==> src/sv/ccsf_pkg.sv <==
package ccsf_pkg;
	localparam int AREA_W = 42;
	localparam int LEN_W  = 37;
	localparam int CONV_W = 32;
	localparam int FORM_W = 48;
	localparam logic [32:0] SQRT2_Q32  = 33'd6074001000;
	localparam logic [18:0] TWO_PI_Q16 = 19'd411775;

	// Snapshot of one finished contour, passed from front to back end.
	typedef struct packed {
		logic [AREA_W-1:0] area_x2;
		logic              empty;
		logic              hole;
		logic [24:0]       straight;
		logic [24:0]       diagonal;
		logic [27:0]       span;
	} ccsf_job_t;

	typedef struct packed {
		logic [AREA_W-1:0] area_x2;
		logic [LEN_W-1:0]  length_q16;
		logic [CONV_W-1:0] convexity_q16;
		logic [FORM_W-1:0] form_q16;
		logic              div_fault;
	} ccsf_res_t;
endpackage

==> src/sv/ccsf_front.sv <==
module ccsf_front import ccsf_pkg::*; #(
	parameter int COORD_BITS = 16,
	parameter int MAX_STEPS  = 1048576
) (
	input  logic            clk,
	input  logic            arst_n,
	input  logic            in_valid,
	output logic            in_ready,
	input  logic            first_item,
	input  logic            last_item,
	input  logic            has_step,
	input  logic [2:0]      dir_code,
	input  logic signed [15:0] start_x,
	input  logic signed [15:0] start_y,
	input  logic            is_hole,
	output logic            job_valid,
	input  logic            job_ready,
	output ccsf_job_t       job
);
	localparam int CW = COORD_BITS;
	localparam int SW = $clog2(MAX_STEPS + 1);

	logic signed [CW-1:0] px_q, py_q, xl_q, xh_q, yl_q, yh_q;
	logic signed [CW:0]   sl_q, sh_q, dl_q, dh_q;
	logic [SW-1:0]        st_q, dg_q;
	logic [AREA_W-1:0]    acc_q;
	logic                 hole_q;
	logic                 jv_q;
	ccsf_job_t            job_q;

	assign in_ready  = !jv_q || job_ready;
	assign job_valid = jv_q;
	assign job       = job_q;

	// post-first-item view
	logic signed [CW-1:0] bx, by, bxl, bxh, byl, byh, nx, ny;
	logic signed [CW:0]   bsl, bsh, bdl, bdh, ns, nd;
	logic [SW-1:0]        bst, bdg, nst, ndg;
	logic [AREA_W-1:0]    bacc, nacc, term;
	logic                 nhole;
	logic signed [CW-1:0] nxl, nxh, nyl, nyh;
	logic signed [CW:0]   nsl, nsh, ndl, ndh;
	logic [SW:0]          nsum;
	// extents are never negative; x and y ranges fit CW bits, sum and diff CW+1
	logic [CW-1:0]        xr, yr;
	logic [CW:0]          sr, dr;
	logic [CW+2:0]        span;

	always_comb begin
		bx = first_item ? CW'(start_x) : px_q;
		by = first_item ? CW'(start_y) : py_q;
		bxl = first_item ? bx : xl_q;  bxh = first_item ? bx : xh_q;
		byl = first_item ? by : yl_q;  byh = first_item ? by : yh_q;
		bsl = first_item ? {bx[CW-1], bx} + {by[CW-1], by} : sl_q;
		bsh = first_item ? {bx[CW-1], bx} + {by[CW-1], by} : sh_q;
		bdl = first_item ? {bx[CW-1], bx} - {by[CW-1], by} : dl_q;
		bdh = first_item ? {bx[CW-1], bx} - {by[CW-1], by} : dh_q;
		bst = first_item ? '0 : st_q;
		bdg = first_item ? '0 : dg_q;
		bacc = first_item ? '0 : acc_q;
		nhole = first_item ? is_hole : hole_q;
		nx = bx; ny = by; nxl = bxl; nxh = bxh; nyl = byl; nyh = byh;
		nsl = bsl; nsh = bsh; ndl = bdl; ndh = bdh; nst = bst; ndg = bdg;
		nacc = bacc; term = '0;
		ns = '0; nd = '0;
		if (has_step) begin
			case (dir_code)
				3'd0, 3'd1, 3'd7: nx = bx + CW'(1);
				3'd3, 3'd4, 3'd5: nx = bx - CW'(1);
				default: nx = bx;
			endcase
			case (dir_code)
				3'd1, 3'd2, 3'd3: ny = by + CW'(1);
				3'd5, 3'd6, 3'd7: ny = by - CW'(1);
				default: ny = by;
			endcase
			ns = {nx[CW-1], nx} + {ny[CW-1], ny};
			nd = {nx[CW-1], nx} - {ny[CW-1], ny};
			if (nx < nxl) nxl = nx;
			if (nx > nxh) nxh = nx;
			if (ny < nyl) nyl = ny;
			if (ny > nyh) nyh = ny;
			if (ns < nsl) nsl = ns;
			if (ns > nsh) nsh = ns;
			if (nd < ndl) ndl = nd;
			if (nd > ndh) ndh = nd;
			if (dir_code[0]) begin
				if (bdg < SW'(MAX_STEPS)) ndg = bdg + SW'(1);
			end else begin
				if (bst < SW'(MAX_STEPS)) nst = bst + SW'(1);
			end
			case (dir_code)
				3'd0: term = -AREA_W'(ny);
				3'd1: term = AREA_W'(nd);
				3'd2: term = AREA_W'(nx);
				3'd3: term = AREA_W'(ns);
				3'd4: term = AREA_W'(ny);
				3'd5: term = -AREA_W'(nd);
				3'd6: term = -AREA_W'(nx);
				default: term = -AREA_W'(ns);
			endcase
			nacc = bacc + term;
		end
		nsum = {1'b0, nst} + {1'b0, ndg};
		xr = nxh - nxl;
		yr = nyh - nyl;
		sr = nsh - nsl;
		dr = ndh - ndl;
		span = (CW+3)'(xr) + (CW+3)'(yr) + (CW+3)'(sr) + (CW+3)'(dr);
	end

	always_ff @(posedge clk or negedge arst_n) begin
		if (!arst_n) begin
			px_q <= '0; py_q <= '0; xl_q <= '0; xh_q <= '0; yl_q <= '0; yh_q <= '0;
			sl_q <= '0; sh_q <= '0; dl_q <= '0; dh_q <= '0;
			st_q <= '0; dg_q <= '0; acc_q <= '0; hole_q <= 1'b0; jv_q <= 1'b0;
		end else begin
			if (job_ready) jv_q <= 1'b0;
			if (in_valid && in_ready) begin
				px_q <= nx; py_q <= ny; xl_q <= nxl; xh_q <= nxh; yl_q <= nyl; yh_q <= nyh;
				sl_q <= nsl; sh_q <= nsh; dl_q <= ndl; dh_q <= ndh;
				st_q <= nst; dg_q <= ndg; acc_q <= nacc; hole_q <= nhole;
				if (last_item) begin
					jv_q <= 1'b1;
					job_q.empty    <= (nsum == '0);
					job_q.hole     <= nhole;
					job_q.straight <= 25'(nst);
					job_q.diagonal <= 25'(ndg);
					job_q.span     <= 28'(span);
					if (nsum == '0) job_q.area_x2 <= AREA_W'(2);
					else job_q.area_x2 <= nacc + AREA_W'(nsum)
						+ (nhole ? -AREA_W'(2) : AREA_W'(2));
				end
			end
		end
	end
endmodule

==> config.mk <==
export PLATFORM = sky130hd
export DESIGN_NAME = ccsf_front
export DESIGN_NICKNAME = d
export VERILOG_FILES = /design/src/sv/ccsf_pkg.sv /design/src/sv/ccsf_front.sv
export SDC_FILE = /design/constraint.sdc
export NUM_CORES = 2
export LEC_CHECK = 0
export BUFFER_PORTS_ARGS = -buffer_cell sky130_fd_sc_hd__buf_2
export CORE_AREA = 2 2 276 278
export CTS_BUF_LIST = sky130_fd_sc_hd__clkbuf_4 sky130_fd_sc_hd__clkbuf_8 sky130_fd_sc_hd__clkbuf_16
export CTS_CLUSTER_DIAMETER = 40
export DETAILED_ROUTE_END_ITERATION = 7
export DIE_AREA = 0 0 278 280
export PLACE_DENSITY = 0.8
export SLEW_MARGIN = 0
export SYNTH_ARGS = -nofsm -noshare
export SYNTH_HDL_FRONTEND = slang
export SYNTH_SLANG_ARGS = --single-unit
==> constraint.sdc <==
create_clock -name clk -period 11.4 [get_ports clk]
set_input_delay 2.28 -clock clk [delete_from_list [all_inputs] [get_ports clk]]
set_output_delay 2.28 -clock clk [all_outputs]
set_load 0.02 [all_outputs]
After elaboration in Yosys (flattened, before gate mapping). Cells that the tools add are included.

Bits in registers: 355. Bits of input ports: 43.

Multiplexer cells: 49. Equal/unequal tests: 7. $add $sub $neg: 25. Reduce and logical (&&, ||, !) cells: 10. Order comparisons: 10.

Operators with widths (number): $pmux W42 S7 (1); $mux W16 (18); $mux W17 (12); $mux W21 (8); $mux W42 (4); $add A42 B42 Y42 (2); $neg A16 Y42 (2); $neg A17 Y42 (2); $pmux W16 S2 (2); $add A16 B16 Y17 (3); $add A21 B1 Y21 const B (2); $add A42 B22 Y42 (1); $lt A21 B21 Y1 const B (2); $gt A17 B17 Y1 (2); $lt A17 B17 Y1 (2); $sub A16 B16 Y17 (2); $sub A17 B17 Y17 (2); $add A16 B2 Y16 const B (2); $gt A16 B16 Y1 (2); $lt A16 B16 Y1 (2); $sub A16 B16 Y16 (2); $sub A16 B2 Y16 const B (2); $add A21 B21 Y22 (1); $logic_not A22 Y1 (1); 12 further kinds (22).

Logic depth before layout (Yosys ltp).
Depth in word-level cells: 12. Mapped depth: 62.

Least setup slack after synthesis. OpenSTA, ideal clock, no wires.

Kind: input port to flip-flop. From: input port first_item. To: register job_q, in the netlist job[18], data pin. Buffers on the path: 8. Arrival: 14.488 ns. Library setup time: 0.267 ns. Cell stages on the path: 57. Slack: -3.355 ns. Cell sequence: buf_2 > buf_2 > buf_2 > buf_2 > buf_2 > mux2i_1 > inv_1 > ha_1 > nor2b_1 > o21a_1 > o21ba_2 > o21a_1 > o21a_1 > clkbuf_1 > o31ai_1 > ha_1 > clkbuf_1 > o21a_1 > [21 not listed] > a21boi_0 > o21ai_0 > a21boi_0 > o21ai_0 > a21oi_1 > o21ai_0 > a21oi_1 > o21a_1 > or3_1 > nand3_1 > fa_1 > fa_1 > inv_1 > ha_1 > o21a_1 > a21o_1 > a2111oi_0 > nor2_1.

Longest elaborated chain between the ends: 11.

Ends and longest elaborated chain: start, declared (line ccsf_front.sv:9) `input logic first_item,`; $mux W16 (on tied branches) (line ccsf_front.sv:50, ccsf_front.sv:51); $sub A16 B2 Y16 (tied with other cells) (line ccsf_front.sv:69) `3'd3, 3'd4, 3'd5: nx = bx - CW'(1);`; $pmux W16 S2 (on tied branches) (line ccsf_front.sv:67, ccsf_front.sv:72); $mux W16 (line ccsf_front.sv:66) `if (has_step) begin`; $add A16 B16 Y17 (tied with other cells) (line ccsf_front.sv:77) `ns = {nx[CW-1], nx} + {ny[CW-1], ny};`; $gt A17 B17 Y1 (tied with other cells) (line ccsf_front.sv:84) `if (ns > nsh) nsh = ns;`; $mux W17 (tied with other cells) (line ccsf_front.sv:84); $mux W17 (tied with other cells) (line ccsf_front.sv:66); $sub A17 B17 Y17 / $add A16 B16 Y17 (equally long branches) (line ccsf_front.sv:107, ccsf_front.sv:109); $add A17 B17 Y18 (line ccsf_front.sv:109) `span = (CW+3)'(xr) + (CW+3)'(yr) + (CW+3)'(sr) + (CW+3)'(dr);`; $add A18 B17 Y19 (*) (line ccsf_front.sv:109); named net span[18] (line ccsf_front.sv:47) `logic [CW+2:0] span;`; end, declared (line ccsf_front.sv:29) `ccsf_job_t job_q;`.

Mark *: on every way through the listed nets, which the timed path passes. The rest lies on a longest branch. The select of a mux whose other input is x is not followed. A chain may end at the register's enable or synchronous reset.

Final worst setup path.
From: input port dir_code[1]. To: register job_q, in the netlist job[121], data pin.

Longest elaborated chain between the ends: 12.

Ends and longest elaborated chain: start, declared (line ccsf_front.sv:12) `input logic [2:0] dir_code,`; $eq A3 B3 Y1 (tied with other cells) (line ccsf_front.sv:67, ccsf_front.sv:72, ccsf_front.sv:92); $reduce_or A3 Y1 (on tied branches) (line ccsf_front.sv:67, ccsf_front.sv:72); $pmux W16 S2 (on tied branches) (line ccsf_front.sv:67, ccsf_front.sv:72); $mux W16 (line ccsf_front.sv:66); $add A16 B16 Y17 / $sub A16 B16 Y17 (equally long branches) (line ccsf_front.sv:77, ccsf_front.sv:78); $neg A17 Y42 (on tied branches) (line ccsf_front.sv:100, ccsf_front.sv:98); $pmux W42 S7 (*) (line ccsf_front.sv:92) `case (dir_code)`; $mux W42 (*) (line ccsf_front.sv:66); $add A42 B42 Y42 (*) (line ccsf_front.sv:102) `nacc = bacc + term;`; $mux W42 (*) (line ccsf_front.sv:66); named net nacc[25] (line ccsf_front.sv:39) `logic [AREA_W-1:0] bacc, nacc, term;`; $add A42 B22 Y42 (*) (line ccsf_front.sv:131) `else job_q.area_x2 <= nacc + AREA_W'(nsum)`; $add A42 B42 Y42 (*) (line ccsf_front.sv:132) `+ (nhole ? -AREA_W'(2) : AREA_W'(2));`.

Marks and branches as above.

==> results.toml <==
[outcome]
outcome = "finished with violations"
violations = "negative setup slack"

[sta]
clock.fmax_mhz = 81.1
period_needed_ps = 12330
slew_viol_final = 0
setup_viol = 25
rsz0062_at_grt = "yes"
finalClockSkew_ps = 31.1
worst_pin_slew_ps = 1060
finalSetupTns_ps = -13700
fin_crit_sh = 1.08
slew-limit-headroom = 0.289
timing.final.ws_setup_ps = -925
finalHoldViolCount = 0

[cts]
path_clk_slew_ps = 50
cts.sinks = 355
cts_buffers = 67
cts_tree = "done"
worstSkewPairLatency_ps = 640
cts_root_buf = "clkbuf_16"
htreeDepth = 3
cts_max_path_buffers = 3

[floorplanning]
coreArea_um2 = 75200
start_util = 0.494
die_area_um2 = 77800
dieWidth_um = 278
ios = 167
die_y_um = 280
row_count = 101

[setup_path]
crit_fanout = 6
reg2reg_depth = 53
critPathMaxStageDelay_ps = 540
worstSetupStartpointType = "input port"
worst_path_max_delay_cell = "or4_4"
crit_top_cell = "a21o_1"
critPathCaptureType = "flip-flop"
cp.required_ps = 11740
arrival_ps = 12660
crit_type = "input port to flip-flop"

[synthesis]
ys_warn_count = 0
yosys-top-cells-area = "dfrtp_1, ha_1, edfxtp_1"
synth_top_area_share = 0.168
ys.flop_type = "dfrtp_1"
async_reset_ff_frac = 0.704
synth_area_leader_cell = "dfrtp_1"
yosysSeqAreaShare = 0.253
synth_cell_types = 104
synth_edf_count = 105
syn_area_um2 = 37200
synth_area_per_cell_um2 = 8.44
syn_inst = 4404
ys_ff_latch = 355

[layout]
area_delta_synth_final_pct = 36.2
final_cell_area_um2 = 50600
layout-drive-gt1-share = 0.318
fin_nets = 6033

[grt]
grt_pass1_vias = 37300
antenna_found_initial = 5
grt_usage = 0.344
grt_max_degree = 208
grt_pass1_wl_um = 209000
overflow = 0

[worst_hold_path]
min_path_cells = 2
hold_path_class = "flip-flop to flip-flop"

[run]
drv_cap = 0

[detailed_routing]
vias = 38000
wl_per_cell_um = 21.0
first_pass_iters = 6
wl_um = 137000
vias_per_cell = 5.83
ant_nets = 0
drc = 0
drt_iter0_drc = 3134

[placement]
dp.final_hpwl_um = 106000
place_area_um2 = 46200
io_buffers = 149
pre_cts_slack_ps = -1710
gp_congestion = 1.05
==> synth_stat cells (10+ instances only) <==
cell type  count
nand2_1      581
ha_1         429
o21ai_0      321
inv_1        295
nor2_1       267
a21oi_1      263
dfrtp_1      250
xnor2_1      192
mux2i_1      160
mux2_2       128
clkbuf_1     126
a21o_1       108
nor2b_1      107
edfxtp_1     105
nand3_1       82
xor2_1        81
o21a_1        73
nor3_1        70
fa_1          66
nand2b_1      53
a31oi_1       43
or3_1         43
a21boi_0      38
nand4_1       36
o21bai_1      32
o211ai_1      31
buf_1         29
a211oi_1      26
nor4_1        22
o31ai_1       22
and3_1        21
buf_4         18
nor3b_1       16
o22ai_1       16
and2_1        15
or2_2         13
o2111ai_1     12
or4_1         11
o31a_1        10
o41ai_1       10
==> final cells by class <==
class,instances,area [um^2]
multi-input combinational,3578,27600
fill,5823,24600
sequential,355,9410
timing repair buffer,1189,8790
clock buffer,76,1780
tap,978,1220
inverter,304,1160
clock inverter,46,647
antenna,1,2.50
==> flip-flops by register name (all words and copies together) (netlist names), 16 cells and up <==
name	count
acc_q	42
dg_q	21
dh_q	17
dl_q	17
job	105
px_q	16
py_q	16
sh_q	17
sl_q	17
st_q	21
xh_q	16
xl_q	16
yh_q	16
yl_q	16
==> cells in the final DEF, fill, tap and decap left out, types with 29 or more instances in the layout <==
cell and n:
mux2_2 120, o211ai_1 31, fa_1 62, clkbuf_16 67
dfrtp_1 250, edfxtp_1 105, o21bai_1 30, a21oi_2 32
nand2_1 579, nand2b_1 48, or3_1 40, mux2i_1 153
ha_1 394, buf_4 1007, xnor2_1 172, inv_1 268
o21ai_0 282, buf_2 145, nand3_1 77, o21a_1 72
xor2_1 77, nor2_1 252, a31oi_1 38, nor3_1 64
a21oi_1 223, a21o_1 108, inv_2 29, nand4_1 36
nor2b_1 101
==> worst max-delay path, delay by kind of cell <==
family,cells,cell delay (ps)
buffers and inverters,3,320
multiplexers,1,300
XOR/XNOR,3,620
adder cells (fa/ha/maj),6,1450
AO/OA/AOI/OAI,29,4920
AND/OR/NAND/NOR,12,2740
==> path summary, 6_finish.rpt <==
| kind | to | slack [ps] | startpoint |
|---|---|---|---|
| hold / removal | px_q[13] | 470 | px_q[13] |
| setup / recovery | job[121] | -930 | dir_code[1] |
| max in group asynchronous | st_q[17] | 7880 | arst_n |
| setup reg to reg | job[121] | 640 | py_q[1] |
| hold reg to reg | px_q[13] | 470 | px_q[13] |
| min in group asynchronous | acc_q[16] | 1560 | arst_n |
==> per-layer routing <==
metal | GRT usage | share of wire | up-vias
met4 | 0.204 | 0.068 | 6
met3 | 0.0724 | 0.080 | 438
met5 | 0 | 0.00038 | -
li1 | - | - | 17800
met2 | 0.570 | 0.46 | 1607
met1 | 0.412 | 0.39 | 18200
==> logic make-up (layout without fill, tap and decap cells) <==
family          Yosys count  in the layout  synth area share
compound gates         1125           1125             0.192
xor+xnor                274            274            0.0648
fa+ha+maj               495            495             0.180
buf+inv                 487           1615            0.0520
flops                   355            355             0.253
mux                     295            295            0.0856
other cells               1             18          0.000101
simple gates           1372           1372             0.172
==> metrics by stage <==
step / hold WS, ps / cells / utilization
3_3_place_gp: 445 / 6316 / 0.614
2_1_floorplan: 435 / 4420 / -
3_5_place_dp: 456 / 6316 / 0.614
5_1_grt: 488 / 6526 / 0.673
6_report: 465 / 6527 / 0.673
4_1_cts: 468 / 6505 / 0.663
==> what timing repair did <==
item,in CTS,in global routing
setup endpoints to repair,28,36
resized for setup,169,125
hold buffers,0,0
pin swaps,157,98
buffers inserted,73,23
hold endpoints to repair,0,0
Power is left out: the tool's default activity adds up to more than one toggle a clock period on the data nets, which glitch-free logic cannot reach.
